$ cat src/hw/rtl/aots_pkg.sv
// shared types, constants and helpers for the box overlap scan
package aots_pkg;

  localparam int AOTS_DEPTH = 64;
  localparam int SLOT_W     = 6;
  localparam int COORD_W    = 16;
  localparam int EDGE_W     = 18;

  typedef enum logic {
    REQ_WRITE = 1'b0,
    REQ_QUERY = 1'b1
  } req_t;

  typedef struct packed {
    req_t                       req_type;
    logic [SLOT_W-1:0]          slot;
    logic signed [COORD_W-1:0]  pos_x;
    logic signed [COORD_W-1:0]  pos_y;
    logic [COORD_W-1:0]         width;
    logic [COORD_W-1:0]         height;
    logic                       solid;
    logic [SLOT_W-1:0]          self_slot;
  } cmd_t;

  typedef struct packed {
    logic              hit;
    logic [SLOT_W-1:0] hit_slot;
  } res_t;

  // rectangle with both edges per axis, far edges at full precision
  typedef struct packed {
    logic signed [EDGE_W-1:0] x1;
    logic signed [EDGE_W-1:0] x2;
    logic signed [EDGE_W-1:0] y1;
    logic signed [EDGE_W-1:0] y2;
  } box_t;

  // scan word handed from cell to cell
  typedef struct packed {
    logic              valid;
    logic              found;
    logic [SLOT_W-1:0] slot;
  } tok_t;

  function automatic logic signed [EDGE_W-1:0] near_edge(
    input logic signed [COORD_W-1:0] pos
  );
    near_edge = EDGE_W'(pos);
  endfunction

  function automatic logic signed [EDGE_W-1:0] far_edge(
    input logic signed [COORD_W-1:0] pos,
    input logic [COORD_W-1:0]        len
  );
    logic signed [EDGE_W-1:0] p;
    logic signed [EDGE_W-1:0] l;
    p = EDGE_W'(pos);
    l = $signed({{(EDGE_W-COORD_W){1'b0}}, len});
    far_edge = p + l;
  endfunction

  function automatic box_t make_box(input cmd_t c);
    box_t b;
    b.x1 = near_edge(c.pos_x);
    b.x2 = far_edge(c.pos_x, c.width);
    b.y1 = near_edge(c.pos_y);
    b.y2 = far_edge(c.pos_y, c.height);
    make_box = b;
  endfunction

endpackage

$ cat src/hw/rtl/aots_cell.sv
// one table slot: stored box, solid flag and its stage of the scan chain
module aots_cell
  import aots_pkg::*;
(
  input  logic              clk,
  input  logic              rst,
  input  logic              wr_en,
  input  box_t              wr_box,
  input  logic              wr_solid,
  input  box_t              q_box,
  input  logic              is_self,
  input  logic [SLOT_W-1:0] slot_id,
  input  tok_t              tok_in,
  output tok_t              tok_out
);

  box_t box;
  logic solid;
  tok_t tok;
  tok_t tok_next;
  logic touch;

  // inclusive edge tests on both axes
  always_comb begin
    touch = !(box.x2 < q_box.x1) && !(box.x1 > q_box.x2) &&
            !(box.y2 < q_box.y1) && !(box.y1 > q_box.y2);
  end

  always_comb begin
    tok_next = tok_in;
    if (tok_in.valid && !tok_in.found && solid && !is_self && touch) begin
      tok_next.found = 1'b1;
      tok_next.slot  = slot_id;
    end
  end

  always_ff @(posedge clk) begin
    if (rst) begin
      solid <= 1'b0;
      tok   <= '0;
    end else begin
      if (wr_en) begin
        solid <= wr_solid;
      end
      tok <= tok_next;
    end
  end

  always_ff @(posedge clk) begin
    if (wr_en) begin
      box <= wr_box;
    end
  end

  assign tok_out = tok;

endmodule

$ cat config.mk
export PLATFORM = sky130hd
export DESIGN_NAME = aots_cell
export DESIGN_NICKNAME = d
export VERILOG_FILES = /design/src/hw/rtl/aots_pkg.sv /design/src/hw/rtl/aots_cell.sv
export SDC_FILE = /design/constraint.sdc
export NUM_CORES = 1
export LEC_CHECK = 0
export ABC_CLOCK_PERIOD_IN_PS = 3000
export BUFFER_PORTS_ARGS = -buffer_cell sky130_fd_sc_hd__buf_2
export CAP_MARGIN = 40
export CORE_ASPECT_RATIO = 1.2
export CORE_MARGIN = 10
export CORE_UTILIZATION = 41
export CTS_BUF_LIST = sky130_fd_sc_hd__clkbuf_16
export CTS_CLUSTER_DIAMETER = 30
export CTS_CLUSTER_SIZE = 10
export DETAILED_ROUTE_END_ITERATION = 12
export PLACE_DENSITY = 0.76
export RECOVER_POWER = 100
export SYNTH_ARGS = -nofsm -noshare
export SYNTH_HDL_FRONTEND = slang
export SYNTH_SLANG_ARGS = --single-unit
$ cat constraint.sdc
create_clock -name clk -period 3 [get_ports clk]
set_input_delay 0.9 -clock clk [delete_from_list [all_inputs] [get_ports clk]]
set_output_delay 0.9 -clock clk [all_outputs]
set_load 0.02 [all_outputs]
==> run_results.csv <==
group,metric,value,unit
die,core_area,10410,sq um
power_and_ir_drop,p_sw_frac,0.2354,
route,drt_iter0_drc,52,
synthesis,synth_nets,591,
power_and_ir_drop,p_sw,644.7,uW
synthesis,ys_seq_area_frac,0.5406,
global_routing,grt_overflow,0,
timing,fin_crit,2.886,ns
route,postRouteAntennaNets,0,
timing,tightest_slew,2.052,ns
global_routing,grt_pass1_vias,3792,
clock_network,ctsHtreeMaxLevel,3,
clock_network,tritoncts,"done",
power_and_ir_drop,seqPwrFrac,0.493,
timing,finalSetupViolCount,0,
worst_setup_path,critPathKind,"in -> reg",
die,die_x,113.8,microns
clock_network,cts_buffers,9,
global_routing,grt_antenna_before_repair,0,
clock_network,cts_sinks,81,
place,dp_cells,668,
timing,fin_hold_ws,0.5023,ns
power_and_ir_drop,intPower,2.094,mW
global_routing,grt_max_degree,39,
timing,drv_slew,36,
synthesis,synth.most_common_cell,"inv_1",
cells_and_area,multi_input_area,1707,sq um
synthesis,postSynthCellCount,358,
die,pin_count,171,
synthesis,ys_seq_elements,81,
synthesis,netlist_top_cells_count,"77 x inv_1, 72 x edfxtp_1, 70 x ha_1, 17 x a21oi_1, 16 x nand2b_1",
power_and_ir_drop,leakage,2.894,nW
job,cap_violations,1,
timing,finalSetupTns,0,ns
place,portBuffers,170,
route,drc_errors,0,
global_routing,grt_pass1_wl,16.91,mm
worst_setup_path,end_kind,"flip-flop",
power_and_ir_drop,clockPowerShare,0.348,
worst_setup_path,critPathLaunchType,"primary input",
synthesis,yosysTopAreaCell,"edfxtp_1",
global_routing,grtUsageTotal,0.1377,
die,rows,41,
route,vias_per_cell,4.833,
cells_and_area,final_nets,783,
timing,relSlewSlack,-0.3680,
worst_setup_path,worst-path-max-fanout,7,
synthesis,synth_area_leaders,"edfxtp_1 50%, ha_1 20%, inv_1 6.7%",
power_and_ir_drop,vdd_drop_max,0.2459,mV
synthesis,synth_area,4333,sq um
timing,hold_violations,0,
cells_and_area,diodes,0,
cells_and_area,seqCellArea,2342,sq um
power_and_ir_drop,power_density,480.4,nW/um^2
route,vias,3306,
cells_and_area,area_growth,31.59,%
cells_and_area,finalNonFillerCells,684,
clock_network,cts.clk_slew.worst_paths,0.06,ns
synthesis,ys.flop_type,"edfxtp_1",
synthesis,avgSynthCellArea,12.10,sq um
power_and_ir_drop,power_frac_comb,0.160,
synthesis,ys.warnings.count,0,
timing,finClkSkew,0.006312,ns
route,drt_pass1_iterations,4,
status,violations,"capacitance limit, slew limit",
die,initial_core_util,0.4161,
place,place_area,5443,sq um
synthesis,yosysUniqueCellTypes,37,
timing,rsz0062_at_grt,"no",
worst_setup_path,required,3.21,ns
route,wl,10.39,mm
worst_setup_path,arrival,3.10,ns
cells_and_area,final_area,5702,sq um
die,dieArea,15100,sq um
route,drt-wirelength-per-cell,15.19,microns
cells_and_area,drive_gt1_frac,0.3387,
status,status,"finished with violations",
synthesis,synth_top_area_frac,0.4990,
clock_network,cts-root-buf,"clkbuf_16",
place,dp_hpwl,8.868,mm
cells_and_area,fillers,925,
worst_hold_path,hp-class,"reg -> reg",
synthesis,async_flop_share,0,
synthesis,synth_edf_count,72,
timing,clock.fmax,0.3464,GHz
timing,period_share,0.9622,
clock_network,clk_latency,0.33,ns
clock_network,ctsLongestPathBuffers,2,
die,die_y,132.6,microns
place,place_congestion,0.7882,
==> layout make-up <==
cell class	instances	share of cell area
repair buffers	183	0.1659
well taps	129	0.02831
multi-input cells	198	0.2993
inverters	77	0.05069
clock buffers	9	0.03950
flip-flops and latches	81	0.4108
clock inverters	7	0.005486
==> logic make-up (layout without fill, tap and decap cells) <==
logic type	Yosys count	in the layout	synth area share
adders and majority gates	70	70	0.2021
buffers and inverters	79	276	0.07017
and+or+nand+nor	61	61	0.07479
AOI/OAI and AO/OA	58	58	0.09126
muxes	9	9	0.02108
DFF	81	81	0.5406
==> registers in the layout, summed over array words and instances (netlist names) <==
register	count
box	72
tok_out	8
solid	1
==> worst max-delay path, cell delays in order <==
cell and delay [ns]:
buf_2 0.08, inv_1 0.03, ha_1 0.32, a21oi_2 0.14, o21ai_1 0.07, a2111o_1 0.42, a211o_1 0.33, a221o_1 0.34
a211o_4 0.33, mux2i_1 0.14
==> layer usage <==
metal / track usage / wire (microns)
met1: 0.1395 / 3977
met3: 0.05201 / 870
met4: 0.05649 / 220
met2: 0.2457 / 5319
met5: 0 / 0
==> repair_timing <==
item                                   in CTS  in global routing
setup buffers                               0                  0
hold buffers                                0                  0
resized for setup                           0                  4
setup endpoints to repair                   0                  7
endpoints found under the hold margin       0                  0
==> metrics by stage <==
step | setup slack, ns | power (mW) | util
CTS | 0.01404 | 2.777 | 0.5473
finish | 0.1135 | 2.739 | 0.5475
global placement | -0.2794 | 1.788 | 0.5226
floorplan | 0.01012 | 1.591 | -
global route | 0.006681 | 2.902 | 0.5475
detailed placement | -0.3340 | 1.815 | 0.5226
==> cell usage in the layout (no fill, tap or decap), drive strengths merged, types with 2 or more instances in the layout <==
| master | netlist | layout |
|---|---|---|
| buf | 1 | 171 |
| mux2i | 8 | 8 |
| edfxtp | 72 | 72 |
| clkbuf | 1 | 21 |
| a211oi | 7 | 7 |
| a21o | 10 | 10 |
| a2111o | 2 | 2 |
| nor4 | 3 | 3 |
| inv | 77 | 80 |
| o21ai | 7 | 7 |
| a21oi | 18 | 18 |
| nor2b | 2 | 2 |
| a41oi | 2 | 2 |
| nor2 | 12 | 12 |
| nand2b | 16 | 16 |
| dfxtp | 9 | 9 |
| clkinv | 0 | 3 |
| nand2 | 11 | 11 |
| a211o | 2 | 2 |
| nand4 | 13 | 13 |
| ha | 70 | 70 |
==> power groups by stage <==
stage	Combinational [mW]	Sequential [mW]	Clock, mW
after floorplan	0.219	1.37	0
after global placement	0.419	1.37	0
after detailed placement	0.442	1.37	0
after CTS	0.445	1.35	0.983
after global routing	0.508	1.36	1.04
final	0.438	1.35	0.952
==> path summary, 6_finish.rpt <==
kind	slack [ns]	endpoint	start	depth (start not counted)
setup / recovery	0.11	tok_out[4]	q_box[41]	10
hold / removal	0.50	solid	solid	2
setup reg to reg	0.42	tok_out[4]	box[59]	8
hold reg to reg	0.50	solid	solid	2
Power figures use the tool's default switching activity.
